## config.mk

```make
export PLATFORM = sky130hd
export DESIGN_NAME = hdd_regs
export DESIGN_NICKNAME = d
export VERILOG_FILES = /design/src/design/detection_head_decode_macros.svh /design/src/design/hdd_pkg.sv /design/src/design/hdd_regs.sv
export SDC_FILE = /design/constraint.sdc
export NUM_CORES = 1
export LEC_CHECK = 0
export BUFFER_PORTS_ARGS = -buffer_cell sky130_fd_sc_hd__buf_2
export CORE_UTILIZATION = 50
export CTS_CLUSTER_DIAMETER = 30
export CTS_CLUSTER_SIZE = 8
export DETAILED_ROUTE_END_ITERATION = 10
export PLACE_DENSITY = 0.91
export SKIP_CTS_REPAIR_TIMING = 1
export SLEW_MARGIN = 20
export SYNTH_ARGS = -nofsm -noshare
export SYNTH_HDL_FRONTEND = slang
export SYNTH_SLANG_ARGS = --single-unit
```

## constraint.sdc

```tcl
create_clock -name clk -period 1.9 [get_ports clk]
set_input_delay 0.095 -clock clk [delete_from_list [all_inputs] [get_ports clk]]
set_output_delay 0.095 -clock clk [all_outputs]
set_load 0.005 [all_outputs]
```

## src/design/detection_head_decode_macros.svh

```systemverilog
// Assertion helpers for the detection head decoder.
`ifndef DETECTION_HEAD_DECODE_MACROS_SVH
`define DETECTION_HEAD_DECODE_MACROS_SVH

`ifndef SYNTHESIS

// ante holds -> cons holds in the same cycle
`define HDD_ASSERT_IMPLY(label, clk, rst_n, ante, cons) \
  label: assert property (@(posedge clk) disable iff (!rst_n) (ante) |-> (cons)) \
    else $error("hdd: same-cycle check failed");

// ante holds -> cons holds in the next cycle
`define HDD_ASSERT_NEXT(label, clk, rst_n, ante, cons) \
  label: assert property (@(posedge clk) disable iff (!rst_n) (ante) |=> (cons)) \
    else $error("hdd: next-cycle check failed");

// cond must never hold
`define HDD_ASSERT_NEVER(label, clk, rst_n, cond) \
  label: assert property (@(posedge clk) disable iff (!rst_n) !(cond)) \
    else $error("hdd: forbidden condition seen");

`else

`define HDD_ASSERT_IMPLY(label, clk, rst_n, ante, cons)
`define HDD_ASSERT_NEXT(label, clk, rst_n, ante, cons)
`define HDD_ASSERT_NEVER(label, clk, rst_n, cond)

`endif

`endif

```

## src/design/hdd_pkg.sv

```systemverilog
package hdd_pkg;

  localparam int VAL_W          = 32;
  localparam int CLASS_W        = 7;
  localparam int SCORE_W        = 17;
  localparam int COORD_W        = 13;
  localparam int ANCHOR_W       = 14;
  localparam int POS_W          = 8;

  localparam int MAX_CLASSES    = 128;
  localparam int MAX_ANCHORS    = 16384;

  localparam int BOX_CHANNELS   = 4;
  localparam int BOX_IDX_W      = 2;
  localparam int SCORE_POS      = 4;   // format 1: score channel
  localparam int CORNER_LAST_POS = 5;  // format 1: class channel, last of six

  localparam logic [SCORE_W-1:0] SCORE_ONE = 17'h10000;

  // Corner math: d at 2^17 scale, product at 2^33 scale
  localparam int PAD_SH   = 17;
  localparam int FRAC_SH  = 33;
  localparam int D_W      = 34;
  localparam int INV_W    = 25;
  localparam int P_W      = D_W + INV_W + 1;
  localparam int LIM_W    = COORD_W + 1;
  localparam int CLAMP_W  = FRAC_SH + COORD_W;

  localparam int QUEUE_DEPTH = 4;
  localparam int QPTR_W      = $clog2(QUEUE_DEPTH);
  localparam int QCNT_W      = $clog2(QUEUE_DEPTH + 1);

  localparam int CFG_ADDR_W  = 5;
  localparam int CFG_DATA_W  = 32;

  localparam logic FMT_CENTER = 1'b0;
  localparam logic FMT_CORNER = 1'b1;

  typedef enum logic [2:0] {
    REG_OUTPUT_FORMAT   = 3'd0,
    REG_CLASS_COUNT     = 3'd1,
    REG_SCORE_THRESHOLD = 3'd2,
    REG_INVERSE_SCALE   = 3'd3,
    REG_PAD_LEFT        = 3'd4,
    REG_PAD_TOP         = 3'd5,
    REG_IMAGE_WIDTH     = 3'd6,
    REG_IMAGE_HEIGHT    = 3'd7
  } cfg_reg_t;

  typedef struct packed {
    logic                 output_format;
    logic [7:0]           class_count;
    logic [SCORE_W-1:0]   score_threshold;
    logic [INV_W-1:0]     inverse_scale;
    logic [11:0]          pad_left;
    logic [11:0]          pad_top;
    logic [COORD_W-1:0]   image_width;
    logic [COORD_W-1:0]   image_height;
  } cfg_t;

  localparam cfg_t CFG_RESET = '{
    output_format:   FMT_CENTER,
    class_count:     8'd80,
    score_threshold: 17'd16384,
    inverse_scale:   25'd65536,
    pad_left:        12'd0,
    pad_top:         12'd0,
    image_width:     13'd640,
    image_height:    13'd480
  };

  typedef struct packed {
    logic [CLASS_W-1:0]   class_id;
    logic [SCORE_W-1:0]   score;
    logic [ANCHOR_W-1:0]  anchor;
  } meta_t;

  // One finished row that passed the threshold
  typedef struct packed {
    logic                    fmt;
    meta_t                   meta;
    logic signed [VAL_W-1:0] b0;
    logic signed [VAL_W-1:0] b1;
    logic signed [VAL_W-1:0] b2;
    logic signed [VAL_W-1:0] b3;
  } row_t;

endpackage

```

## src/design/hdd_regs.sv

```systemverilog
module hdd_regs (
  input  logic                             clk,
  input  logic                             rst_n,
  input  logic                             psel,
  input  logic                             penable,
  input  logic                             pwrite,
  input  logic [hdd_pkg::CFG_ADDR_W-1:0]   paddr,
  input  logic [hdd_pkg::CFG_DATA_W-1:0]   pwdata,
  output logic [hdd_pkg::CFG_DATA_W-1:0]   prdata,
  output logic                             pready,
  output hdd_pkg::cfg_t                    cfg
);
  import hdd_pkg::*;

  cfg_t     cfg_r;
  cfg_reg_t reg_sel;
  logic     wr_en;

  assign reg_sel = cfg_reg_t'(paddr[CFG_ADDR_W-1:2]);
  assign wr_en   = psel && penable && pwrite;
  assign pready  = 1'b1;
  assign cfg     = cfg_r;

  always_ff @(posedge clk) begin
    if (!rst_n) begin
      cfg_r <= CFG_RESET;
    end else if (wr_en) begin
      case (reg_sel)
        REG_OUTPUT_FORMAT:   cfg_r.output_format   <= pwdata[0];
        REG_CLASS_COUNT:     cfg_r.class_count     <= pwdata[7:0];
        REG_SCORE_THRESHOLD: cfg_r.score_threshold <= pwdata[SCORE_W-1:0];
        REG_INVERSE_SCALE:   cfg_r.inverse_scale   <= pwdata[INV_W-1:0];
        REG_PAD_LEFT:        cfg_r.pad_left        <= pwdata[11:0];
        REG_PAD_TOP:         cfg_r.pad_top         <= pwdata[11:0];
        REG_IMAGE_WIDTH:     cfg_r.image_width     <= pwdata[COORD_W-1:0];
        REG_IMAGE_HEIGHT:    cfg_r.image_height    <= pwdata[COORD_W-1:0];
        default: ;
      endcase
    end
  end

  always_comb begin
    case (reg_sel)
      REG_OUTPUT_FORMAT:   prdata = CFG_DATA_W'(cfg_r.output_format);
      REG_CLASS_COUNT:     prdata = CFG_DATA_W'(cfg_r.class_count);
      REG_SCORE_THRESHOLD: prdata = CFG_DATA_W'(cfg_r.score_threshold);
      REG_INVERSE_SCALE:   prdata = CFG_DATA_W'(cfg_r.inverse_scale);
      REG_PAD_LEFT:        prdata = CFG_DATA_W'(cfg_r.pad_left);
      REG_PAD_TOP:         prdata = CFG_DATA_W'(cfg_r.pad_top);
      REG_IMAGE_WIDTH:     prdata = CFG_DATA_W'(cfg_r.image_width);
      REG_IMAGE_HEIGHT:    prdata = CFG_DATA_W'(cfg_r.image_height);
      default:             prdata = '0;
    endcase
  end

endmodule

```

==> impl_metrics.py <==
metrics = {
    "layout": {
        "diodes": 0,
        "nets": 690,
        "largest_reg_flops": 101,
        "area_growth_syn_to_layout_pct": 26.00,
        "layout-drive-gt1-share_pct": 34.46,
        "nFillCells": 724,
    },
    "timing": {
        "worstMarginPinSlew_ns": 0.6038,
        "rsz0062_at_grt": "false",
        "fin_crit_ns": 1.654,
        "drv_slew": 0,
        "fmax_mhz": 604.8,
        "setup_viol": 0,
        "hold_viol_final": 1,
        "finalCritPeriodShare_pct": 87.03,
        "slew_headroom_pct": 59.56,
        "skew_ns": 0,
        "fin_setup_tns_ns": 0,
        "hold-worst-slack_ns": -0.001010,
    },
    "critical_path": {
        "cp.buffers_inverters": 1,
        "required_ns": 1.80,
        "path_cells": "mux4_2 > mux2_2 > buf_2",
        "end_kind": "output port",
        "cp.depth": 3,
        "startpoint_type": "flip-flop",
        "cp.arrival_ns": 1.56,
        "cpMaxStageDelayCell": "mux4_2",
        "worstSetupPathType": "reg2out",
        "path_max_fanout": 3,
        "critPathMaxStageDelay_ns": 0.45,
        "crit_family": "multiplexers",
        "reg2reg_depth": 2,
    },
    "placed_design": {
        "hpwl_um": 9599,
        "gp_congestion": 0.8546,
        "portBuffers": 158,
    },
    "synthesis": {
        "synth_area_mm2": 0.004649,
        "yosysSeqAreaShare_pct": 43.49,
        "synth_top_area_share_pct": 43.49,
        "avgSynthCellArea_um2": 9.606,
        "synthArstFlopShare_pct": 0,
        "synth_edf_count": 0,
        "yosys.area.top_type": "dfxtp_1",
        "syn_inst": 484,
        "ys_ff_latch": 101,
        "yosys_warnings": 0,
        "ys_types": 34,
        "synth_area_leaders": "dfxtp_1, mux2i_1, nand2_1",
        "ys.flop_type": "dfxtp_1",
    },
    "grt": {
        "grt_pass1_wl_um": 20490,
        "grt-ovfl-total": 0,
        "antenna_found_initial": 0,
        "grt_pass1_vias": 3999,
        "grt_max_degree": 77,
        "gr-usage-all-layers_pct": 27.15,
    },
    "power_and_ir_drop": {
        "ir_worst_vdd_mv": 0.3922,
        "total_power_mw": 3.823,
        "p_per_area_mw_per_mm2": 652.6,
        "leakage_nw": 2.709,
    },
    "flow_run": {
        "maxCapViolCount": 0,
    },
    "clock_network": {
        "cts_buffers": 9,
        "h-tree-depth": 3,
        "cts_tree": "built",
        "root_buffer": "clkbuf_8",
        "clk_pin_slew_ns": 0.11,
        "clock-sinks": 101,
        "insertion_delay_ns": 0.36,
        "cts_buffer_depth": 2,
    },
    "drt": {
        "drc": 15,
        "avgRoutedWirePerCell_um": 17.62,
        "vias": 4191,
        "drtAntennaViolNets": 0,
        "avgViaCountPerCell": 5.507,
        "firstDrtPassIters": 8,
        "wl_um": 13410,
        "initialDrtViolationCount": 193,
    },
    "die": {
        "start_util_pct": 52.55,
        "die_h_um": 98.43,
        "dieArea_mm2": 0.009688,
        "fp-row-count": 34,
        "die_w_um": 98.43,
        "core_area_mm2": 0.008848,
        "io_pins": 176,
    },
    "outcome": {
        "failed_checks": "DRC, hold timing",
        "status": "finished with violations",
    },
    "worst_hold_path": {
        "hp-class": "in2reg",
        "holdPathStages": 3,
    },
}
cell usage in the layout (no fill, tap or decap), drive strengths merged, types with 2 or more instances in the layout:
cell	instances
buf	182
o311ai	6
o211ai	3
dfxtp	101
nand2	122
nor2b	12
a221o	2
clkinvlp	2
a22oi	9
a221oi	2
dlygate4sd3	10
clkbuf	9
o21ai	8
o221ai	4
mux2	14
mux2i	104
a22o	2
nand3	3
mux4	6
and3	8
nand2b	3
conb	8
inv	12
nor2	13
Yosys cell counts (4+ instances only):
cell and instances:
nor2b_1 12, inv_1 7, mux2i_1 104, nand2_1 122, o221ai_1 4, and3_1 8
mux2_2 14, nor2_1 11, buf_4 14, clkbuf_1 20, dfxtp_1 101, mux4_2 6
buf_2 9, o21ai_0 8, a22oi_1 9, o311ai_0 6
logic make-up after synthesis:
group | share of synthesized area, %
and+or+nand+nor | 15.26
muxes | 28.69
DFF | 43.49
buffers and inverters | 5.893
AOI/OAI and AO/OA | 6.512
other | 0.1615
metrics by stage:
stage / util [%] / std cells / cell area (µm²) / hold WS (ns) / setup WS (ns)
final: 66.20 / 761 / 5858 / -0.001010 / 0.2465
after global routing: 66.20 / 761 / 5858 / 0.01296 / 0.1773
after CTS: 65.05 / 751 / 5756 / -0.03065 / 0.01328
after detailed placement: 62.90 / 735 / 5565 / 0.3573 / 0.04614
after global placement: 62.90 / 735 / 5565 / 0.3446 / 0.1530
after floorplan: - / 490 / 4672 / 0.2338 / 0.6671
tightest hold or removal path: cells and delay by family:
family	cells	cell delay [ns]
mux	1	0.06
buf+inv	1	0.10
simple gates	1	0.06
layout make-up:
cell class | instances | area [µm²] | area share (%)
Tap cell | 108 | 135.1 | 2.307
Clock inverter | 7 | 66.31 | 1.132
Sequential cell | 101 | 2022 | 34.52
Multi-Input combinational cell | 337 | 2386 | 40.73
Inverter | 7 | 26.28 | 0.4485
Clock buffer | 9 | 123.9 | 2.114
Timing Repair Buffer | 192 | 1099 | 18.75
final timing paths:
kind / from / end / slack [ns]
worst max-delay path: cfg[38] / prdata[0] / 0.25
worst min-delay path: pwdata[17] / cfg[67] / -0.001
worst max register to register: cfg[100] / cfg[100] / 1.16
worst min register to register: cfg[67] / cfg[67] / 0.48
where the power goes:
part           total [mW]  internal (mW)  switching [mW]
clock network        1.32          0.513           0.811
registers            2.15           2.13          0.0132
logic               0.353          0.142           0.211
routing by layer:
metal	wire length, µm	share of wire [%]	global-route usage [%]
met1	5614	42	33.41
met2	6643	50	47.94
met3	954	7.1	4.965
met4	200	1.5	9.070
met5	0	0	0
Power figures use the tool's default switching activity.
