===== src/design/detection_head_decode_macros.svh =====
// Assertion helpers for the detection head decoder.
`ifndef DETECTION_HEAD_DECODE_MACROS_SVH
`define DETECTION_HEAD_DECODE_MACROS_SVH

`ifndef SYNTHESIS

// ante holds -> cons holds in the same cycle
`define HDD_ASSERT_IMPLY(label, clk, rst_n, ante, cons) \
  label: assert property (@(posedge clk) disable iff (!rst_n) (ante) |-> (cons)) \
    else $error("hdd: same-cycle check failed");

// ante holds -> cons holds in the next cycle
`define HDD_ASSERT_NEXT(label, clk, rst_n, ante, cons) \
  label: assert property (@(posedge clk) disable iff (!rst_n) (ante) |=> (cons)) \
    else $error("hdd: next-cycle check failed");

// cond must never hold
`define HDD_ASSERT_NEVER(label, clk, rst_n, cond) \
  label: assert property (@(posedge clk) disable iff (!rst_n) !(cond)) \
    else $error("hdd: forbidden condition seen");

`else

`define HDD_ASSERT_IMPLY(label, clk, rst_n, ante, cons)
`define HDD_ASSERT_NEXT(label, clk, rst_n, ante, cons)
`define HDD_ASSERT_NEVER(label, clk, rst_n, cond)

`endif

`endif


===== src/design/hdd_pkg.sv =====
package hdd_pkg;

  localparam int VAL_W          = 32;
  localparam int CLASS_W        = 7;
  localparam int SCORE_W        = 17;
  localparam int COORD_W        = 13;
  localparam int ANCHOR_W       = 14;
  localparam int POS_W          = 8;

  localparam int MAX_CLASSES    = 128;
  localparam int MAX_ANCHORS    = 16384;

  localparam int BOX_CHANNELS   = 4;
  localparam int BOX_IDX_W      = 2;
  localparam int SCORE_POS      = 4;   // format 1: score channel
  localparam int CORNER_LAST_POS = 5;  // format 1: class channel, last of six

  localparam logic [SCORE_W-1:0] SCORE_ONE = 17'h10000;

  // Corner math: d at 2^17 scale, product at 2^33 scale
  localparam int PAD_SH   = 17;
  localparam int FRAC_SH  = 33;
  localparam int D_W      = 34;
  localparam int INV_W    = 25;
  localparam int P_W      = D_W + INV_W + 1;
  localparam int LIM_W    = COORD_W + 1;
  localparam int CLAMP_W  = FRAC_SH + COORD_W;

  localparam int QUEUE_DEPTH = 4;
  localparam int QPTR_W      = $clog2(QUEUE_DEPTH);
  localparam int QCNT_W      = $clog2(QUEUE_DEPTH + 1);

  localparam int CFG_ADDR_W  = 5;
  localparam int CFG_DATA_W  = 32;

  localparam logic FMT_CENTER = 1'b0;
  localparam logic FMT_CORNER = 1'b1;

  typedef enum logic [2:0] {
    REG_OUTPUT_FORMAT   = 3'd0,
    REG_CLASS_COUNT     = 3'd1,
    REG_SCORE_THRESHOLD = 3'd2,
    REG_INVERSE_SCALE   = 3'd3,
    REG_PAD_LEFT        = 3'd4,
    REG_PAD_TOP         = 3'd5,
    REG_IMAGE_WIDTH     = 3'd6,
    REG_IMAGE_HEIGHT    = 3'd7
  } cfg_reg_t;

  typedef struct packed {
    logic                 output_format;
    logic [7:0]           class_count;
    logic [SCORE_W-1:0]   score_threshold;
    logic [INV_W-1:0]     inverse_scale;
    logic [11:0]          pad_left;
    logic [11:0]          pad_top;
    logic [COORD_W-1:0]   image_width;
    logic [COORD_W-1:0]   image_height;
  } cfg_t;

  localparam cfg_t CFG_RESET = '{
    output_format:   FMT_CENTER,
    class_count:     8'd80,
    score_threshold: 17'd16384,
    inverse_scale:   25'd65536,
    pad_left:        12'd0,
    pad_top:         12'd0,
    image_width:     13'd640,
    image_height:    13'd480
  };

  typedef struct packed {
    logic [CLASS_W-1:0]   class_id;
    logic [SCORE_W-1:0]   score;
    logic [ANCHOR_W-1:0]  anchor;
  } meta_t;

  // One finished row that passed the threshold
  typedef struct packed {
    logic                    fmt;
    meta_t                   meta;
    logic signed [VAL_W-1:0] b0;
    logic signed [VAL_W-1:0] b1;
    logic signed [VAL_W-1:0] b2;
    logic signed [VAL_W-1:0] b3;
  } row_t;

endpackage


===== src/design/hdd_front.sv =====
`include "detection_head_decode_macros.svh"

module hdd_front (
  input  logic                              clk,
  input  logic                              rst_n,
  input  logic                              in_valid,
  output logic                              in_stall,
  input  logic signed [hdd_pkg::VAL_W-1:0]  in_channel_value,
  input  logic                              in_frame_last,
  input  hdd_pkg::cfg_t                     cfg,
  input  logic                              q_full,
  output logic                              q_push,
  output hdd_pkg::row_t                     q_row
);
  import hdd_pkg::*;

  logic [POS_W-1:0]        channel_position_r;
  logic [ANCHOR_W-1:0]     anchor_counter_r;
  logic signed [VAL_W-1:0] best_score_r, best_score_nxt;
  logic [CLASS_W-1:0]      best_class_r, best_class_nxt;
  logic signed [VAL_W-1:0] box_r   [BOX_CHANNELS];
  logic signed [VAL_W-1:0] box_nxt [BOX_CHANNELS];

  logic                    accept;
  logic [POS_W-1:0]        classes;
  logic [POS_W-1:0]        final_pos;
  logic                    row_end;
  logic                    pass;
  logic [15:0]             rounded;
  logic [CLASS_W-1:0]      round_class;
  logic [SCORE_W-1:0]      score_sat;

  assign in_stall = q_full;
  assign accept   = in_valid && !in_stall;

  always_comb begin
    if (cfg.class_count == '0) begin
      classes = POS_W'(1);
    end else if (cfg.class_count > POS_W'(MAX_CLASSES)) begin
      classes = POS_W'(MAX_CLASSES);
    end else begin
      classes = cfg.class_count;
    end
    final_pos = (cfg.output_format == FMT_CORNER) ? POS_W'(CORNER_LAST_POS)
                                                  : POS_W'(BOX_CHANNELS - 1) + classes;
  end

  // Class channel rounded half away from zero; negative values land on 0
  always_comb begin
    rounded = 16'(in_channel_value[VAL_W-2:16]) + 16'(in_channel_value[15]);
    if (in_channel_value[VAL_W-1]) begin
      round_class = '0;
    end else if (rounded > 16'(MAX_CLASSES - 1)) begin
      round_class = CLASS_W'(MAX_CLASSES - 1);
    end else begin
      round_class = rounded[CLASS_W-1:0];
    end
  end

  always_comb begin
    box_nxt        = box_r;
    best_score_nxt = best_score_r;
    best_class_nxt = best_class_r;
    if (channel_position_r < POS_W'(BOX_CHANNELS)) begin
      box_nxt[channel_position_r[BOX_IDX_W-1:0]] = in_channel_value;
    end else if (cfg.output_format == FMT_CENTER) begin
      if (in_channel_value > best_score_r) begin
        best_score_nxt = in_channel_value;
        best_class_nxt = CLASS_W'(channel_position_r - POS_W'(BOX_CHANNELS));
      end
    end else if (channel_position_r == POS_W'(SCORE_POS)) begin
      best_score_nxt = in_channel_value;
    end else begin
      best_class_nxt = round_class;
    end
  end

  always_comb begin
    row_end = channel_position_r >= final_pos;
    pass    = $signed({best_score_nxt[VAL_W-1], best_score_nxt})
              >= $signed({{(VAL_W + 1 - SCORE_W){1'b0}}, cfg.score_threshold});
    if ($signed(best_score_nxt) > $signed({{(VAL_W - SCORE_W){1'b0}}, SCORE_ONE})) begin
      score_sat = SCORE_ONE;
    end else begin
      score_sat = best_score_nxt[SCORE_W-1:0];
    end
  end

  assign q_push = accept && row_end && pass;

  always_comb begin
    q_row.fmt           = cfg.output_format;
    q_row.meta.class_id = best_class_nxt;
    q_row.meta.score    = score_sat;
    q_row.meta.anchor   = anchor_counter_r;
    q_row.b0            = box_nxt[0];
    q_row.b1            = box_nxt[1];
    q_row.b2            = box_nxt[2];
    q_row.b3            = box_nxt[3];
  end

  always_ff @(posedge clk) begin
    if (!rst_n) begin
      channel_position_r <= '0;
      anchor_counter_r   <= '0;
      best_score_r       <= '0;
      best_class_r       <= '0;
      for (int i = 0; i < BOX_CHANNELS; i++) begin
        box_r[i] <= '0;
      end
    end else if (accept) begin
      box_r <= box_nxt;
      if (in_frame_last || row_end) begin
        channel_position_r <= '0;
        best_score_r       <= '0;
        best_class_r       <= '0;
        if (in_frame_last || anchor_counter_r == ANCHOR_W'(MAX_ANCHORS - 1)) begin
          anchor_counter_r <= '0;
        end else begin
          anchor_counter_r <= anchor_counter_r + 1'b1;
        end
      end else begin
        channel_position_r <= channel_position_r + 1'b1;
        best_score_r       <= best_score_nxt;
        best_class_r       <= best_class_nxt;
      end
    end
  end

  `HDD_ASSERT_NEXT(a_push_restarts_row, clk, rst_n, q_push, channel_position_r == '0)

endmodule


===== config.mk =====
export PLATFORM = sky130hd
export DESIGN_NAME = hdd_front
export DESIGN_NICKNAME = d
export VERILOG_FILES = /design/src/design/hdd_pkg.sv /design/src/design/hdd_front.sv
export VERILOG_INCLUDE_DIRS = /design/src /design/src/design
export SDC_FILE = /design/constraint.sdc
export NUM_CORES = 1
export LEC_CHECK = 0
export ABC_CLOCK_PERIOD_IN_PS = 19230
export BUFFER_PORTS_ARGS = -buffer_cell sky130_fd_sc_hd__buf_2
export CAP_MARGIN = 20
export CORE_MARGIN = 2
export CORE_UTILIZATION = 38
export DETAILED_ROUTE_END_ITERATION = 6
export HOLD_SLACK_MARGIN = 0.1
export PLACE_DENSITY = 0.63
export SKIP_CTS_REPAIR_TIMING = 1
export SKIP_LAST_GASP = 1
export SYNTH_ARGS = -nofsm -noshare
export SYNTH_HDL_FRONTEND = slang
export SYNTH_SLANG_ARGS = --single-unit
export TNS_END_PERCENT = 100

===== constraint.sdc =====
create_clock -name clk -period 19.23 [get_ports clk]
set_clock_uncertainty 0.15 [all_clocks]
set_input_delay 3.846 -clock clk [delete_from_list [all_inputs] [get_ports clk]]
set_output_delay 3.846 -clock clk [all_outputs]
set_load 0.005 [all_outputs]

==> results.txt, run 1 <==
max cap viols - 0
initial DRC count - 600
mux cell area share after synthesis - 0.146
Root Driver - clkbuf_16
Slew @ Worst Pin - 1.06 ns
worst skew pair latency - 0.45 ns
f_max - 79.2 MHz
wire per inst - 17.3 um
synthesized net count - 1534
Layout area overhead - 18.0%
Initial Util - 0.388
Die ar. - 30800 um2
Post-Syn Instances - 1328
DR vias - 9988
worst r2r src - best_score_r[31]
status - complete, no violations
Top FF cell, synth - dfxtp_1
diode count - 0
Yosys warning total - 0
Slew Limit Fails - 0
GRT overflow - 0
fillers - 2878
Syn Area/Cell - 8.40 um2
Crit. End Element - output pin
post-DR vias/cell - 5.25
post-synthesis simple-gate area fraction - 0.269
crit-path max FO - 24
share of the synthesized area in the top cell type - 0.339
RSZ-0062 raised after global routing - false
gpl congestion - 0.841
GRT Total Usage - 0.210
clock sinks - 189
Setup Crit Path Kind - in2out
Worst VDD drop - 0.0000537 V
FF-to-FF End - best_score_r[26]
IO buf count - 231
Boundary Pins - 307
DIE WIDTH - 175 um
Reg area - 3780 um2
largest stage delay on the critical path - 0.67 ns
worst path cell trace - buf_2 > ha_1 > nand4_1 > nor4_1 > nand3_1 > and2_1 > a21boi_4 > buf_4 > mux2i_1 > ha_1 > nand2b_1 > a21o_1 > a21oi_1 > o21ai_0 > a2111oi_0 > o211ai_1 > o211a_1 > buf_2
antenna-violating nets left - 0
Relative slew margins - 0.294
P_leak - 6.15 nW
DRC violations left - 0
HP Class - reg2reg
largest net degree at the start of global routing - 98
Synth Area in Compound Gates - 0.0927
Post-Synth XOR/XNOR Area - 0.0204
synth unique cells - 56
Core Rows - 62
Seq/Total Area, Yosys - 0.339
Worst Path Required - 15.23 ns
#FFs+latches synth - 189
setup slack at placement - 6.62 ns
H-tree level count - 4
Routed WL - 32.9 mm
share of post-route cells with drive strength above 1 - 0.273
wire length of the first global-routing pass - 51.6 mm
Hold Vio Cnt, Final - 0
CTS tree - built
largest family of logic cells by synthesized area - simple AND/OR/NAND/NOR gates
Worst Setup EP - q_push
Tcrit/Tclk final - 0.657
dpl hpwl - 22.5 mm
initial antenna violation count - 0
post-route setup slack - 6.60 ns
core area - 28800 um2
EDFF count, synth - 0
CP arrival - 8.64 ns
Final Setup Violations - 0
DRT Pass-1 Iters - 5
worst r2r path cells - 10
Post-Syn Area - 11200 um2
Tot Pwr - 942 uW
Area contributors post-synth - dfxtp_1, mux2_2, nor2_1
Setup crit start - in_channel_value[31]
die height - 175 um
Clock Tree Buf Depth - 2
Synth top cells by count - nor2_1, dfxtp_1, nor3b_1
power per cell area - 71.6 nW/um2
nets - 1710
r2r setup slk - 15.22 ns
clock buffer count from CTS - 17
CP Launch Type - input pin
ys async rst share - 0
slowest CP cell - nor4_1
Final Critical Period - 12.63 ns
Synth area leader - dfxtp_1
setup_tns - 0 ns
area of the multi-input gates - 6770 um2
vias in the first global route - 9542
Adder-Cell Fraction of Synth Area - 0.0763
utilization after layout - 0.457
clock-pin slew on the worst setup and hold paths - 0.08 ns
most frequent cell after synthesis - nor2_1
cell type report:
class / count / share of cell area
Inverter: 72 / 0.0205
Timing Repair Buffer: 241 / 0.0937
Clock buffer: 17 / 0.0323
Tap cell: 384 / 0.0365
Multi-Input combinational cell: 983 / 0.514
Clock inverter: 15 / 0.0155
Sequential cell: 189 / 0.287
report_power, final:
| group | internal (mW) | total, mW | leakage [nW] | switching [mW] |
|---|---|---|---|---|
| clock network | 0.181 | 0.379 | 0.303 | 0.198 |
| logic | 0.0637 | 0.147 | 4.30 | 0.0830 |
| registers | 0.409 | 0.416 | 1.55 | 0.00780 |
| total | 0.653 | 0.942 | 6.15 | 0.289 |
kinds of logic after synthesis:
group | Yosys count
and+or+nand+nor | 597
DFF | 189
buffers and inverters | 156
muxes | 147
AOI/OAI and AO/OA | 145
adders and majority gates | 68
xor gates and xnor gates | 26
per-stage QoR:
step           std cells  instance area (um2)  hold WS (ns)
3_3_place_gp        1869                12500         0.314
2_1_floorplan       1328                11200         0.299
3_5_place_dp        1869                12500         0.316
6_report            1901                13200         0.335
5_1_grt             1901                13200         0.366
4_1_cts             1901                13200         0.340
worst max-delay path, delay by kind of cell:
family | cells | cell delay, ns
AOI/OAI and AO/OA | 7 | 1.47
adders and majority gates | 2 | 0.67
buffers and inverters | 3 | 0.71
muxes | 1 | 0.31
and+or+nand+nor | 5 | 1.62
worst min path at each step:
stage / startpoint / endpoint / cells past startpoint
after detailed placement: best_score_r[24] / best_score_r[24] / 1
after global routing: box_r[93] / box_r[93] / 2
after global placement: best_score_r[30] / best_score_r[30] / 1
after CTS: best_score_r[24] / best_score_r[24] / 1
after floorplan: best_score_r[22] / best_score_r[22] / 1
final: best_score_r[24] / best_score_r[24] / 1
per-layer routing:
metal / global-route usage / vias up / share of wire / wire [um]
li1: - / 4927 / - / -
met1: 0.274 / 4776 / 0.45 / 14800
met2: 0.337 / 250 / 0.46 / 15100
met3: 0.0695 / 35 / 0.077 / 2540
met4: 0.0490 / 0 / 0.013 / 440
met5: 0 / - / 0 / 0
placed cells by master, fill, tap and decap left out, types with 7 or more instances in the layout:
| master | instances |
|---|---|
| nor2_1 | 311 |
| buf_2 | 230 |
| dfxtp_1 | 189 |
| nor3b_1 | 130 |
| mux2_2 | 128 |
| inv_1 | 72 |
| ha_1 | 68 |
| nand2_1 | 39 |
| a22o_1 | 36 |
| o21ai_0 | 29 |
| nand3_1 | 29 |
| a21oi_1 | 27 |
| mux2i_1 | 17 |
| clkbuf_16 | 17 |
| nor4_1 | 16 |
| xnor2_1 | 16 |
| nand4_1 | 15 |
| buf_4 | 11 |
| and3_1 | 10 |
| xor2_1 | 10 |
| nor2b_1 | 8 |
| and2_1 | 7 |
| a21o_1 | 7 |
| nor3_1 | 7 |
state kept, by name (all words and copies together) (netlist names):
signal,cells
anchor_counter_r,14
best_class_r,7
channel_position_r,8
best_score_r,32
box_r,128
No activity file was read; power rests on OpenSTA's default activity.
==> run 2: changes to the inputs <==
--- a/config.mk
+++ b/config.mk
@@ -6,7 +6,7 @@
 export SDC_FILE = /design/constraint.sdc
 export NUM_CORES = 1
 export LEC_CHECK = 0
-export ABC_CLOCK_PERIOD_IN_PS = 19230
+export ABC_CLOCK_PERIOD_IN_PS = 11830
 export BUFFER_PORTS_ARGS = -buffer_cell sky130_fd_sc_hd__buf_2
 export CAP_MARGIN = 20
 export CORE_MARGIN = 2
==> constraint.sdc (replaced) <==
create_clock -name clk -period 11.83 [get_ports clk]
set_clock_uncertainty 0.15 [all_clocks]
set_input_delay 2.366 -clock clk [delete_from_list [all_inputs] [get_ports clk]]
set_output_delay 2.366 -clock clk [all_outputs]
set_load 0.005 [all_outputs]
==> results.txt, run 2 (synthesized netlist as in run 1, its figures left out) <==
status - complete, no violations (unchanged)
DRC violations left - 0 (unchanged)
Final Setup Violations - 0 (unchanged)
clock buffer count from CTS - 17 (unchanged)
total length of routed met2 wires - 14.9 mm (was 15.1 mm)
die height - 175 um (unchanged)
top routing layer in use - met4 (unchanged)
dpl hpwl - 22.5 mm (about the same)
Boundary Pins - 307 (unchanged)
P_leak - 6.16 nW (was 6.15 nW)
setup_tns - 0 ns (unchanged)
Initial Util - 0.388 (unchanged)
CTS tree - built (unchanged)
WHS Endpoint - best_score_r[30] (was best_score_r[24])
largest net degree at the start of global routing - 92 (was 98)
Routed WL - 32.5 mm (was 32.9 mm)
Setup Crit Path Kind - in2out (unchanged)
Crit. End Element - output pin (unchanged)
Final Critical Period - 9.75 ns
diode count - 0 (unchanged)
crit-path max FO - 16 (was 24)
CP arrival - 7.23 ns (was 8.64 ns)
Hold Startpoint - best_score_r[30] (was best_score_r[24])
DIE WIDTH - 175 um (unchanged)
clock sinks - 189 (unchanged)
worst r2r src - best_score_r[31] (unchanged)
Placement Cell Area - 12500 um2 (unchanged)
WHS - 0.334 ns (was 0.335 ns)
r2r setup slk - 7.74 ns (was 15.22 ns)
Root Driver - clkbuf_16 (unchanged)
Worst Path Required - 9.31 ns (was 15.23 ns)
initial DRC count - 648 (was 600)
Hold Vio Cnt, Final - 0 (unchanged)
max reg flops - 128 (unchanged)
post-DR vias/cell - 5.21 (was 5.25)
power per cell area - 117 nW/um2 (was 71.6 nW/um2)
f_max - 103 MHz
M1 wire length - 15.0 mm (was 14.8 mm)
Die ar. - 30800 um2 (unchanged)
Slew Limit Fails - 0 (unchanged)
worst skew pair latency - 0.45 ns (about the same)
wire per inst - 17.1 um (was 17.3 um)
max cap viols - 0 (unchanged)
commonest non-fill, non-tap cell in the layout - nor2_1 (unchanged)
worst r2r path cells - 9 (was 10)
DRT Pass-1 Iters - 5 (unchanged)
most frequent cells in the layout - nor2_1, buf_2, dfxtp_1 (unchanged)
core area - 28800 um2 (unchanged)
HP Class - reg2reg (unchanged)
initial antenna violation count - 0 (unchanged)
IO buf count - 231 (unchanged)
Clock Tree Buf Depth - 2 (unchanged)
Worst VDD drop - 0.000122 V (was 0.0000537 V)
Hold Crit Depth - 1 (unchanged)
gpl congestion - 0.814 (was 0.841)
Largest regs - box_r: 128 flops, best_score_r: 32 flops, anchor_counter_r: 14 flops (unchanged)
clock-pin slew on the worst setup and hold paths - 0.08 ns (about the same)
Tcrit/Tclk final - 0.824
CP Launch Type - input pin (unchanged)
Slew @ Worst Pin - 0.986 ns (was 1.06 ns)
DR vias - 9907 (was 9988)
antenna-violating nets left - 0 (unchanged)
Top reg by flops - box_r (unchanged)
FF-to-FF End - best_score_r[10] (was best_score_r[26])
vias in the first global route - 9598 (was 9542)
GRT overflow - 0 (unchanged)
fin area - 13200 um2 (about the same)
GRT Total Usage - 0.210 (about the same)
Relative slew margins - 0.343 (was 0.294)
nets - 1710 (unchanged)
RSZ-0062 raised after global routing - false (unchanged)
Layout area overhead - 18.1% (was 18.0%)
share of post-route cells with drive strength above 1 - 0.273 (unchanged)
wire length of the first global-routing pass - 51.6 mm (about the same)
Core Rows - 62 (unchanged)
H-tree level count - 4 (unchanged)
routed length on met3 - 2.29 mm (was 2.54 mm)
[run 2: changes by cell type in the layout (fill, tap and decap cells not counted)]
| cell | delta |
|---|---|
| inv_12 | +1 |
| inv_6 | -2 |
| inv_16 | +1 |
| clkinv_8 | -2 |
| inv_8 | +3 |
| clkinv_4 | -1 |
[run 2: routing by layer]
layer | GRT usage | vias up
li1 | - | 4935
met1 | 0.274 | 4721
met2 | 0.342 | 228
met3 | 0.0630 | 23
met4 | 0.0462 | 0
met5 | 0 | -
[run 2: power by group]
part	total (mW)	internal, mW	leakage (nW)	switching, mW
registers	0.676	0.664	1.55	0.0125
logic	0.238	0.103	4.30	0.135
clock network	0.623	0.300	0.311	0.323
[run 2: final cells by class]
type / instances / area [um2]
clock inverters: 15 / 215
inverters: 72 / 270
fillers: 2886 / 15600
flip-flops and latches: 189 / 3780
repair buffers: 241 / 1230
clock buffers: 17 / 425
well taps: 384 / 480
multi-input cells: 983 / 6770
[run 2: how the worst max path moves through the flow]
stage,start,endpoint,cells past startpoint
final,in_channel_value[15],q_push,18
after global routing,in_channel_value[31],q_push,17
after CTS,in_channel_value[15],q_push,18
after detailed placement,in_channel_value[15],q_push,18
after global placement,in_channel_value[31],q_push,17
after floorplan,in_channel_value[13],q_push,18
[run 2: through the flow]
step	util	worst slack, ns	instances	total power [mW]
floorplan	-	3.20	1328	0.837
global placement	0.436	2.11	1869	0.924
detailed placement	0.436	2.10	1869	0.930
CTS	0.458	2.08	1901	1.56
global route	0.458	1.78	1901	1.61
finish	0.458	2.08	1901	1.54
[run 2: critical path: stages]
cell	delay, ns
buf_2	0.29
ha_1	0.31
nand4_1	0.20
nor3_1	0.09
or4_1	0.48
o32a_1	0.35
mux2_2	0.34
a21boi_4	0.55
mux2i_1	0.35
ha_1	0.28
nand2b_1	0.15
a21o_1	0.18
a21oi_1	0.13
o21ai_0	0.14
a2111oi_0	0.45
o211ai_1	0.18
o211a_1	0.24
buf_2	0.14
