[config.mk]
export PLATFORM = sky130hd
export DESIGN_NAME = hdd_queue
export DESIGN_NICKNAME = d
export VERILOG_FILES = /design/src/design/hdd_pkg.sv /design/src/design/hdd_queue.sv
export VERILOG_INCLUDE_DIRS = /design/src /design/src/design
export SDC_FILE = /design/constraint.sdc
export NUM_CORES = 1
export LEC_CHECK = 0
export ABC_AREA = 0
export BUFFER_PORTS_ARGS = -buffer_cell sky130_fd_sc_hd__buf_2
export CORE_UTILIZATION = 64
export CTS_BUF_LIST = sky130_fd_sc_hd__clkbuf_2
export CTS_CLUSTER_DIAMETER = 80
export CTS_CLUSTER_SIZE = 10
export DETAILED_ROUTE_END_ITERATION = 12
export HOLD_SLACK_MARGIN = 0.12
export PLACE_DENSITY = 0.85
export SLEW_MARGIN = 5
export SYNTH_ARGS = -nofsm -noshare
export SYNTH_HDL_FRONTEND = slang
export SYNTH_SLANG_ARGS = --single-unit
[constraint.sdc]
create_clock -name clk -period 15.55 [get_ports clk]
set_clock_uncertainty 0.05 [all_clocks]
set_input_delay 4.665 -clock clk [delete_from_list [all_inputs] [get_ports clk]]
set_output_delay 4.665 -clock clk [all_outputs]
set_load 0.02 [all_outputs]
[src/design/detection_head_decode_macros.svh]
// Assertion helpers for the detection head decoder.
`ifndef DETECTION_HEAD_DECODE_MACROS_SVH
`define DETECTION_HEAD_DECODE_MACROS_SVH

`ifndef SYNTHESIS

// ante holds -> cons holds in the same cycle
`define HDD_ASSERT_IMPLY(label, clk, rst_n, ante, cons) \
  label: assert property (@(posedge clk) disable iff (!rst_n) (ante) |-> (cons)) \
    else $error("hdd: same-cycle check failed");

// ante holds -> cons holds in the next cycle
`define HDD_ASSERT_NEXT(label, clk, rst_n, ante, cons) \
  label: assert property (@(posedge clk) disable iff (!rst_n) (ante) |=> (cons)) \
    else $error("hdd: next-cycle check failed");

// cond must never hold
`define HDD_ASSERT_NEVER(label, clk, rst_n, cond) \
  label: assert property (@(posedge clk) disable iff (!rst_n) !(cond)) \
    else $error("hdd: forbidden condition seen");

`else

`define HDD_ASSERT_IMPLY(label, clk, rst_n, ante, cons)
`define HDD_ASSERT_NEXT(label, clk, rst_n, ante, cons)
`define HDD_ASSERT_NEVER(label, clk, rst_n, cond)

`endif

`endif

[src/design/hdd_pkg.sv]
package hdd_pkg;

  localparam int VAL_W          = 32;
  localparam int CLASS_W        = 7;
  localparam int SCORE_W        = 17;
  localparam int COORD_W        = 13;
  localparam int ANCHOR_W       = 14;
  localparam int POS_W          = 8;

  localparam int MAX_CLASSES    = 128;
  localparam int MAX_ANCHORS    = 16384;

  localparam int BOX_CHANNELS   = 4;
  localparam int BOX_IDX_W      = 2;
  localparam int SCORE_POS      = 4;   // format 1: score channel
  localparam int CORNER_LAST_POS = 5;  // format 1: class channel, last of six

  localparam logic [SCORE_W-1:0] SCORE_ONE = 17'h10000;

  // Corner math: d at 2^17 scale, product at 2^33 scale
  localparam int PAD_SH   = 17;
  localparam int FRAC_SH  = 33;
  localparam int D_W      = 34;
  localparam int INV_W    = 25;
  localparam int P_W      = D_W + INV_W + 1;
  localparam int LIM_W    = COORD_W + 1;
  localparam int CLAMP_W  = FRAC_SH + COORD_W;

  localparam int QUEUE_DEPTH = 4;
  localparam int QPTR_W      = $clog2(QUEUE_DEPTH);
  localparam int QCNT_W      = $clog2(QUEUE_DEPTH + 1);

  localparam int CFG_ADDR_W  = 5;
  localparam int CFG_DATA_W  = 32;

  localparam logic FMT_CENTER = 1'b0;
  localparam logic FMT_CORNER = 1'b1;

  typedef enum logic [2:0] {
    REG_OUTPUT_FORMAT   = 3'd0,
    REG_CLASS_COUNT     = 3'd1,
    REG_SCORE_THRESHOLD = 3'd2,
    REG_INVERSE_SCALE   = 3'd3,
    REG_PAD_LEFT        = 3'd4,
    REG_PAD_TOP         = 3'd5,
    REG_IMAGE_WIDTH     = 3'd6,
    REG_IMAGE_HEIGHT    = 3'd7
  } cfg_reg_t;

  typedef struct packed {
    logic                 output_format;
    logic [7:0]           class_count;
    logic [SCORE_W-1:0]   score_threshold;
    logic [INV_W-1:0]     inverse_scale;
    logic [11:0]          pad_left;
    logic [11:0]          pad_top;
    logic [COORD_W-1:0]   image_width;
    logic [COORD_W-1:0]   image_height;
  } cfg_t;

  localparam cfg_t CFG_RESET = '{
    output_format:   FMT_CENTER,
    class_count:     8'd80,
    score_threshold: 17'd16384,
    inverse_scale:   25'd65536,
    pad_left:        12'd0,
    pad_top:         12'd0,
    image_width:     13'd640,
    image_height:    13'd480
  };

  typedef struct packed {
    logic [CLASS_W-1:0]   class_id;
    logic [SCORE_W-1:0]   score;
    logic [ANCHOR_W-1:0]  anchor;
  } meta_t;

  // One finished row that passed the threshold
  typedef struct packed {
    logic                    fmt;
    meta_t                   meta;
    logic signed [VAL_W-1:0] b0;
    logic signed [VAL_W-1:0] b1;
    logic signed [VAL_W-1:0] b2;
    logic signed [VAL_W-1:0] b3;
  } row_t;

endpackage

[src/design/hdd_queue.sv]
`include "detection_head_decode_macros.svh"

module hdd_queue (
  input  logic           clk,
  input  logic           rst_n,
  input  logic           push,
  input  hdd_pkg::row_t  push_row,
  input  logic           pop,
  output hdd_pkg::row_t  pop_row,
  output logic           empty,
  output logic           full
);
  import hdd_pkg::*;

  row_t              entry_r [QUEUE_DEPTH];
  logic [QPTR_W-1:0] wr_ptr_r, rd_ptr_r;
  logic [QCNT_W-1:0] count_r;

  assign empty   = count_r == '0;
  assign full    = count_r == QCNT_W'(QUEUE_DEPTH);
  assign pop_row = entry_r[rd_ptr_r];

  always_ff @(posedge clk) begin
    if (push) begin
      entry_r[wr_ptr_r] <= push_row;
    end
  end

  always_ff @(posedge clk) begin
    if (!rst_n) begin
      wr_ptr_r <= '0;
      rd_ptr_r <= '0;
      count_r  <= '0;
    end else begin
      if (push) begin
        wr_ptr_r <= wr_ptr_r + 1'b1;
      end
      if (pop) begin
        rd_ptr_r <= rd_ptr_r + 1'b1;
      end
      case ({push, pop})
        2'b10:   count_r <= count_r + 1'b1;
        2'b01:   count_r <= count_r - 1'b1;
        default: count_r <= count_r;
      endcase
    end
  end

  `HDD_ASSERT_NEVER(a_no_overflow, clk, rst_n, push && full)
  `HDD_ASSERT_NEVER(a_no_underflow, clk, rst_n, pop && empty)

endmodule

==> metrics.cfg, run 1 <==
[floorplanning]
die_h_um=198
core-area_sq_um=37800
io_pins=340
start_util=0.652
rows=71
dieWidth_um=198
dieArea_sq_um=39200

[yosys]
ys_seq_area_frac=0.822
synth.distinct_cells=22
ys_warn_count=0
ys_ff_latch=677
syn_area_per_cell_sq_um=26.8
syn_nets=1096
netlist_area_sq_um=24600
synthCells=919

[final_layout]
nNetsFinal=1489
layout_commonest_cell=edfxtp_1
area_delta_synth_final_pct=10.7
drive_above_1_share=0.468
final_cell_mix=edfxtp_1, buf_2, mux4_2
nFillCells=2167
fin_util=0.722

[sta]
slew_violations=0
relSlewSlack=0.331
fin_crit_ns=9.11
grt_setup_unrepaired=false
post-route-period-util=0.586
holdWs_ns=0.487
finalSetupViolations=0
tightest_slew_ns=1.00
fin_setup_tns_ns=0
fmax_ghz=0.110
finalHoldViolations=0

[worst_setup_path]
cp_top_family=buffers and inverters
slowest_stage=buf_4
cp-end-kind=output port
critical_path.cell_chain=buf_4, buf_4, mux4_2, buf_2
max_stage_delay_ns=0.88
criticalPathCategory=register to output port
critical_path_arrival_ns=4.39
critPathMaxFanout=50
cp_num_buf_inv=3
cp.required_ns=10.84
start_kind=register
timing.critical_path.mode_cell=buf_4

[global_route]
grt_use_total=0.236
grt_start_max_net_pins=69
grt_pass1_vias=11600
grt.overflow.total=0
grt_pass1_wl_mm=66.9
antenna_found_initial=13

[routing]
postRouteAntennaNets=0
routed_wl_mm=45.4
wl_per_cell_um=24.5
num_vias=11000
drtPass1Iterations=5
drc=0
dr.first_iter.drc_count=693
routed_via_density=5.90

[pwr]
ir_drop_v=0.0000793
powerDensity_nw_per_um2=118
leakagePower_nw=9.06
power_w=0.00321

[clock_tree]
root_buffer=clkbuf_2
cts_setup_buffers=0
cts_tree=done
h-tree-depth=3
numCtsBuffers=77
cts_sinks=677
clk_pin_slew_ns=0.19
insertion_delay_ns=1.01
ctsLongestPathBuffers=3
cts-resized-gates=0
cts_hold_buf=0

[place]
hpwl_mm=28.2
routabilityCongestion=0.811
io_buffer_count=339

[outcome]
status=finished, final reports clean

[min_path]
hp-class=register to register

[job]
cap_violations=0

kinds of logic after synthesis:
kind of cell | after synthesis | synth area share
compound gates | 3 | 0.000712
xor+xnor | 5 | 0.00178
fa+ha+maj | 6 | 0.00336
buf+inv | 44 | 0.0146
flops | 677 | 0.822
mux | 168 | 0.153
simple gates | 16 | 0.00381
worst paths after layout:
path	cells after the start	slack, ns	to	startpoint
worst max register to register	4	12.84	entry_r[2][29]$_DFFE_PP_	wr_ptr_r[0]$_SDFFE_PN0P_
worst min-delay path	2	0.49	count_r[2]$_SDFFE_PN0P_	count_r[2]$_SDFFE_PN0P_
worst max-delay path	4	6.44	pop_row[93]	register
worst min register to register	2	0.49	count_r[2]$_SDFFE_PN0P_	count_r[2]$_SDFFE_PN0P_
state kept, by name, summed over array words and instances (netlist names), named ones only:
signal	cells
rd_ptr_r	2
entry_r	668
count_r	3
wr_ptr_r	2
cells in the mapped netlist:
cell type	count	area (sq um)
edfxtp_1	668	20100
mux4_2	167	3760
buf_2	18	90.1
buf_8	11	165
and2_1	10	62.6
dfxtp_1	9	180
inv_1	6	22.5
buf_6	5	56.3
ha_1	5	62.6
buf_4	3	22.5
xor2_1	3	26.3
nand2_1	2	7.51
o21ai_0	2	10.0
xnor2_1	2	17.5
a21boi_0	1	7.51
and3_1	1	6.26
clkbuf_1	1	3.75
fa_1	1	20.0
mux2i_1	1	10.0
nor2b_1	1	6.26
nor3_1	1	5.00
or3_1	1	6.26
tightest hold or removal path: cells and delay by family, from the launching register on:
| kind | cells | cell delay (ns) |
|---|---|---|
| AO/OA/AOI/OAI | 2 | 0.14 |
| flip-flops | 1 | 0.37 |
metrics by stage:
step	area, sq um	setup WS (ns)	std cells
6_report	27200	6.44	1857
3_5_place_dp	26700	7.30	1744
3_3_place_gp	26700	7.32	1744
4_1_cts	27200	6.13	1841
2_1_floorplan	24600	6.49	919
5_1_grt	27200	5.94	1853
report_power, final:
part           switching [W]  leakage [nW]  total [W]  internal [W]
clock               0.000515         0.403   0.000674      0.000158
sequential         0.0000285          6.21    0.00212       0.00210
combinational       0.000251          2.45   0.000416      0.000165
layout make-up:
type                            instances  area, sq um  share of cell area
Tap cell                              511          639              0.0235
Timing Repair Buffer                  352         1790              0.0658
Sequential cell                       677        20200               0.743
Inverter                                6         22.5            0.000827
Clock buffer                           96          480              0.0176
Antenna cell                           16         40.0             0.00147
Clock inverter                          1         5.00            0.000184
Multi-Input combinational cell        198         4020               0.147
layer usage:
| layer | vias up | global-route usage | part of all wire |
|---|---|---|---|
| met5 | - | 0 | 0.00029 |
| met4 | 2 | 0.108 | 0.033 |
| met2 | 476 | 0.373 | 0.50 |
| li1 | 4757 | - | - |
| met3 | 79 | 0.0649 | 0.086 |
| met1 | 5648 | 0.313 | 0.38 |
Power figures use the tool's default switching activity.
==> run 2: changes to the inputs <==
--- a/config.mk
+++ b/config.mk
@@ -8,13 +8,13 @@
 export LEC_CHECK = 0
 export ABC_AREA = 0
 export BUFFER_PORTS_ARGS = -buffer_cell sky130_fd_sc_hd__buf_2
-export CORE_UTILIZATION = 64
+export CORE_UTILIZATION = 54
 export CTS_BUF_LIST = sky130_fd_sc_hd__clkbuf_2
 export CTS_CLUSTER_DIAMETER = 80
 export CTS_CLUSTER_SIZE = 10
 export DETAILED_ROUTE_END_ITERATION = 12
 export HOLD_SLACK_MARGIN = 0.12
-export PLACE_DENSITY = 0.85
+export PLACE_DENSITY = 0.76
 export SLEW_MARGIN = 5
 export SYNTH_ARGS = -nofsm -noshare
 export SYNTH_HDL_FRONTEND = slang
==> constraint.sdc (replaced) <==
create_clock -name clk -period 7.45 [get_ports clk]
set_clock_uncertainty 0.05 [all_clocks]
set_input_delay 2.235 -clock clk [delete_from_list [all_inputs] [get_ports clk]]
set_output_delay 2.235 -clock clk [all_outputs]
set_load 0.02 [all_outputs]
==> metrics.cfg, run 2 (same netlist as run 1, synthesis figures left out) <==
[outcome]
status=finished, final reports clean

[global_route]
grt_pass1_vias=11500  ; -0.93%
grt_start_max_net_pins=94  ; +36%
grt_pass1_wl_mm=67.1  ; +0.30%
grt_use_total=0.195  ; -0.0415
grt.overflow.total=0  ; unchanged
antenna_found_initial=11  ; -2

[clock_tree]
cts_sinks=677  ; unchanged
numCtsBuffers=77  ; unchanged
cts_tree=done
root_buffer=clkbuf_2
insertion_delay_ns=1.03  ; +0.02 ns
ctsLongestPathBuffers=3  ; unchanged
cts-resized-gates=0  ; unchanged
cts_setup_buffers=0  ; unchanged
cts_hold_buf=0  ; unchanged
h-tree-depth=3  ; unchanged
clk_pin_slew_ns=0.15  ; -0.04 ns

[worst_setup_path]
critical_path_arrival_ns=3.30  ; -1.09 ns
cp.required_ns=5.16  ; -5.68 ns
max_stage_delay_ns=0.86  ; -0.02 ns
start_kind=register
cp_num_buf_inv=2  ; -1
cp_top_family=flip-flops
criticalPathCategory=register to output port
slowest_stage=dfxtp_4
critical_path.cell_chain=buf_12, mux4_2, buf_2
cp-end-kind=output port
critPathMaxFanout=66  ; +32%

[final_layout]
largest_reg_flops=668  ; unchanged
top_register=entry_r
reg_top3=entry_r x668, count_r x3
nNetsFinal=1488  ; -0.067%
fin_util=0.614  ; -0.107
nFillCells=3079  ; +42%
final_cell_mix=edfxtp_1, buf_2, mux4_2
layout_commonest_cell=edfxtp_1
drive_above_1_share=0.467  ; about the same
area_delta_synth_final_pct=11.4

[min_path]
hp-class=register to register

[sta]
tightest_slew_ns=0.956  ; -0.0485 ns
post-route-period-util=0.750
fin_crit_ns=5.59
grt_setup_unrepaired=false
finalSetupViolations=0  ; unchanged
slew_violations=0  ; unchanged
finalHoldViolations=0  ; unchanged
fmax_ghz=0.179
fin_setup_tns_ns=0  ; unchanged
relSlewSlack=0.363  ; +0.0324

[floorplanning]
dieWidth_um=215  ; +8.8%
io_pins=340  ; unchanged
die_h_um=215  ; +8.8%
core-area_sq_um=44600  ; +18%
dieArea_sq_um=46400  ; +18%
rows=77  ; +8.5%
start_util=0.552  ; -0.100

[place]
routabilityCongestion=0.739  ; -9.0%
io_buffer_count=339  ; unchanged
hpwl_mm=26.3  ; -6.8%

[routing]
dr.first_iter.drc_count=766  ; +11%
drtPass1Iterations=4  ; -1
routed_via_density=5.68  ; -3.8%
num_vias=10900  ; -0.16%
wl_per_cell_um=22.9  ; -6.2%
drc=0  ; unchanged
routed_wl_mm=44.2  ; -2.7%
postRouteAntennaNets=0  ; unchanged

[pwr]
leakagePower_nw=9.08  ; +0.20%
ir_drop_v=0.000154  ; +94%
powerDensity_nw_per_um2=245  ; +110%

[job]
cap_violations=0  ; unchanged

-- run 2: per-stage QoR --
stage | hold WS, ns | setup WS, ns | power, W | cell area [sq um] | cells
final | 0.492 | 1.86 | 0.00672 | 27400 | 1928
after global routing | 0.520 | 1.52 | 0.00699 | 27400 | 1925
after CTS | 0.495 | 1.59 | 0.00681 | 27400 | 1921
after detailed placement | 0.473 | 2.85 | 0.00540 | 26900 | 1824
after global placement | 0.443 | 2.85 | 0.00538 | 26900 | 1824
after floorplan | 0.423 | 0.816 | 0.00511 | 24600 | 919
-- run 2: worst min-delay path: cells and delay by family, from the launching register on --
family | cells | cell delay (ns)
compound gates | 2 | 0.16
flops | 1 | 0.36
-- run 2: where the power goes --
group	total, W	switching [W]	internal (W)
registers	0.00443	0.0000558	0.00437
logic	0.000871	0.000520	0.000351
clock network	0.00142	0.00109	0.000331
total	0.00672	0.00166	0.00505
-- run 2: layout make-up --
class,count,area (sq um),area share
clock buffer,96,480,0.0175
multi-input combinational,198,4020,0.147
antenna,7,17.5,0.000639
inverter,6,22.5,0.000822
sequential,677,20200,0.739
tap,592,741,0.0270
clock inverter,1,5.00,0.000183
timing repair buffer,351,1870,0.0684
-- run 2: layer usage --
metal	global-route usage	routed length (um)
met1	0.264	17900
met2	0.303	21900
met3	0.0584	3550
met4	0.0726	820
met5	0	88
-- run 2: path summary, 6_finish.rpt --
path	startpoint	endpoint	slack, ns	cells past startpoint
max reg2reg	wr_ptr_r[0]$_SDFFE_PN0P_	entry_r[3][42]$_DFFE_PP_	4.97	3
min	count_r[2]$_SDFFE_PN0P_	count_r[2]$_SDFFE_PN0P_	0.49	2
min reg2reg	count_r[2]$_SDFFE_PN0P_	count_r[2]$_SDFFE_PN0P_	0.49	2
max	register	pop_row[83]	1.86	3
==> run 3: changes to the inputs <==
--- a/config.mk
+++ b/config.mk
@@ -6,7 +6,7 @@
 export SDC_FILE = /design/constraint.sdc
 export NUM_CORES = 1
 export LEC_CHECK = 0
-export ABC_AREA = 0
+export ABC_AREA = 1
 export BUFFER_PORTS_ARGS = -buffer_cell sky130_fd_sc_hd__buf_2
 export CORE_UTILIZATION = 54
 export CTS_BUF_LIST = sky130_fd_sc_hd__clkbuf_2
==> constraint.sdc (replaced) <==
create_clock -name clk -period 4.6 [get_ports clk]
set_clock_uncertainty 0.05 [all_clocks]
set_input_delay 1.38 -clock clk [delete_from_list [all_inputs] [get_ports clk]]
set_output_delay 1.38 -clock clk [all_outputs]
set_load 0.02 [all_outputs]
==> metrics.cfg, run 3 <==
[outcome]
status=finished, final reports clean

[worst_setup_path]
criticalPathCategory=register to output port
cp-end-kind=output port
critical_path.cell_chain=inv_6, buf_4, o21ai_1, o22ai_1, buf_2
start_kind=register
critPathMaxFanout=53  ; -20%
rr_worst_depth=5  ; +2
reg2reg_from=wr_ptr_r[0]$_SDFFE_PN0P_
cp_num_cells=5  ; +2
critical_path_arrival_ns=2.92  ; -0.38 ns
worst-r2r-setup-slack_ns=2.19  ; -2.78 ns
cp_top_family=buffers and inverters
cp-endpoint=pop_row[116]
max_stage_delay_ns=0.50  ; -0.36 ns
cp.required_ns=3.17  ; -1.99 ns
cp_num_buf_inv=3  ; +1
reg2reg_to=entry_r[2][102]$_DFFE_PP_
slowest_stage=dfxtp_4

[clock_tree]
insertion_delay_ns=1.17  ; +0.14 ns
cts_hold_buf=0  ; unchanged
cts_sinks=677  ; unchanged
h-tree-depth=3  ; unchanged
cts_setup_buffers=0  ; unchanged
ctsLongestPathBuffers=3  ; unchanged
cts-resized-gates=2  ; +2
root_buffer=clkbuf_2
clk_pin_slew_ns=0.18  ; +0.03 ns
numCtsBuffers=78  ; +1.3%
cts_tree=done

[routing]
routed_via_density=5.77  ; +1.7%
drtPass1Iterations=7  ; +3
drc=0  ; unchanged
dr.first_iter.drc_count=1139  ; +49%
wl_per_cell_um=20.5  ; -11%
postRouteAntennaNets=0  ; unchanged
routed_wl_mm=54.1  ; +22%
num_vias=15200  ; +39%

[sta]
relSlewSlack=0.401  ; +0.0378
post-route-period-util=0.946
finalHoldViolations=0  ; unchanged
slew_violations=0  ; unchanged
fin_crit_ns=4.35
finalSetupViolations=0  ; unchanged
fmax_ghz=0.230
holdWs_ns=0.364  ; -0.128 ns
tightest_slew_ns=0.897  ; -0.0586 ns
fin_ws_ns=0.249  ; -1.61 ns
fin_setup_tns_ns=0  ; unchanged

[final_layout]
area_delta_synth_final_pct=10.7
nNetsFinal=2185  ; +47%
final_cell_mix=edfxtp_1, buf_2, nor2_1
top_register=entry_r
fin_util=0.610  ; -0.00447
reg_top3=entry_r x668, count_r x3
layout_commonest_cell=edfxtp_1
nFillCells=3415  ; +11%
drive_above_1_share=0.231  ; -0.236
largest_reg_flops=668  ; unchanged

[yosys]
synth.distinct_cells=21  ; -4.5%
synthSimpleGateAreaFrac=0.0524  ; +0.0486
netlist_area_sq_um=25200  ; +2.3%
synth_common_cells=edfxtp_1, nor2_1, o21ai_0, o22ai_1, o21ai_1
ys_warn_count=0  ; unchanged
synth-compound-area-share=0.110  ; +0.109
synthTopCellsByArea=edfxtp_1, nor2_1, o21ai_0
yosysTopAreaCellShare=0.797  ; -0.0182
syn_nets=1848  ; +69%
synth_edf_count=668  ; unchanged
yosysMostFrequentCell=edfxtp_1
async_flop_share=0  ; unchanged
synthCells=1671  ; +82%
ys_ff_latch=677  ; unchanged
ys_seq_area_frac=0.804  ; -0.0183
synth_top_family_by_area=compound AO/OA/AOI/OAI gates
synth_adder_area_share=0.00328  ; -0.0000747
yosys_most_used_dff=edfxtp_1
syn_area_per_cell_sq_um=15.1  ; -44%
synthMuxAreaShare=0  ; -0.153
synth_xor_area_frac=0  ; -0.00178
yosys.area.top_type=edfxtp_1

[min_path]
hp-class=primary input to register
holdPathStages=1  ; -1

[place]
hpwl_mm=30.4  ; +15%
routabilityCongestion=0.766  ; +3.7%
post-place-ws_ns=1.27  ; -1.59 ns
io_buffer_count=339  ; unchanged

[floorplanning]
dieArea_sq_um=47500  ; +2.3%
core-area_sq_um=45700  ; +2.4%
die_h_um=218  ; +1.1%
dieWidth_um=218  ; +1.1%
rows=78  ; +1.3%
io_pins=340  ; unchanged
start_util=0.551  ; -0.000619

[global_route]
grt_pass1_wl_mm=82.1  ; +22%
grt_pass1_vias=15000  ; +31%
grt_start_max_net_pins=145  ; +54%
antenna_found_initial=11  ; unchanged
grt_use_total=0.228  ; +0.0332
grt.overflow.total=0  ; unchanged

[pwr]
ir_drop_v=0.000281  ; +83%
power_w=0.0108  ; +61%
leakagePower_nw=9.58  ; +5.4%
powerDensity_nw_per_um2=389  ; +59%

[job]
cap_violations=0  ; unchanged

-- run 3: cell types whose count changed in the layout (fill, tap and decap cells not counted), moves of 6 or more --
cell and delta:
diode_2 +10, o21ai_0 +238, nor2_1 +337, clkbuf_2 -10, nand2_1 +7, o22ai_1 +167
mux4_2 -167, and2_1 -6, buf_4 +7, o21ai_1 +100
-- run 3: worst reg2reg max path, stage by stage, from the launching register on --
cell and delay (ns):
dfxtp_1 0.41, inv_1 0.10, ha_1 0.20, nand2_1 0.10, clkinvlp_4 0.72, buf_4 0.52
-- run 3: logic make-up after synthesis --
| logic type | after synthesis |
|---|---|
| fa+ha+maj | 6 |
| simple gates | 350 |
| flops | 677 |
| compound gates | 512 |
| buf+inv | 126 |
-- run 3: power breakdown --
| part | switching (W) | leakage, nW | internal [W] |
|---|---|---|---|
| combinational | 0.000969 | 2.97 | 0.000392 |
| sequential | 0.0000607 | 6.21 | 0.00705 |
| clock | 0.00182 | 0.397 | 0.000552 |
-- run 3: area by class of cell --
cell class / count / area [sq um] / share of cell area
Sequential cell: 677 / 20200 / 0.727
Multi-Input combinational cell: 868 / 4170 / 0.150
Timing Repair Buffer: 366 / 2060 / 0.0740
Tap cell: 600 / 751 / 0.0269
Clock buffer: 86 / 430 / 0.0155
Inverter: 17 / 91.3 / 0.00328
Clock inverter: 8 / 61.3 / 0.00220
Antenna cell: 17 / 42.5 / 0.00153
-- run 3: worst min-delay path by stage --
stage	startpoint	endpoint	slack (ns)
after floorplan	rd_ptr_r[1]$_SDFFE_PN0P_	register	0.36
after global placement	rd_ptr_r[1]$_SDFFE_PN0P_	register	0.41
after detailed placement	rd_ptr_r[1]$_SDFFE_PN0P_	register	0.41
after CTS	push_row[6]	entry_r[3][6]$_DFFE_PP_	0.25
after global routing	push_row[10]	entry_r[2][10]$_DFFE_PP_	0.17
final	push_row[20]	entry_r[0][20]$_DFFE_PP_	0.36
-- run 3: per-layer routing --
metal | GRT usage | up-vias | routed length [um]
li1 | - | 7007 | -
met1 | 0.287 | 7560 | 21600
met2 | 0.372 | 542 | 26400
met3 | 0.0718 | 110 | 4590
met4 | 0.0837 | 10 | 1360
met5 | 0 | - | 57
-- run 3: stage by stage --
step           cells  cell area, sq um
2_1_floorplan   1671             25200
3_5_place_dp    2528             27300
4_1_cts         2622             27800
5_1_grt         2631             27800
6_report        2639             27900
3_3_place_gp    2528             27300
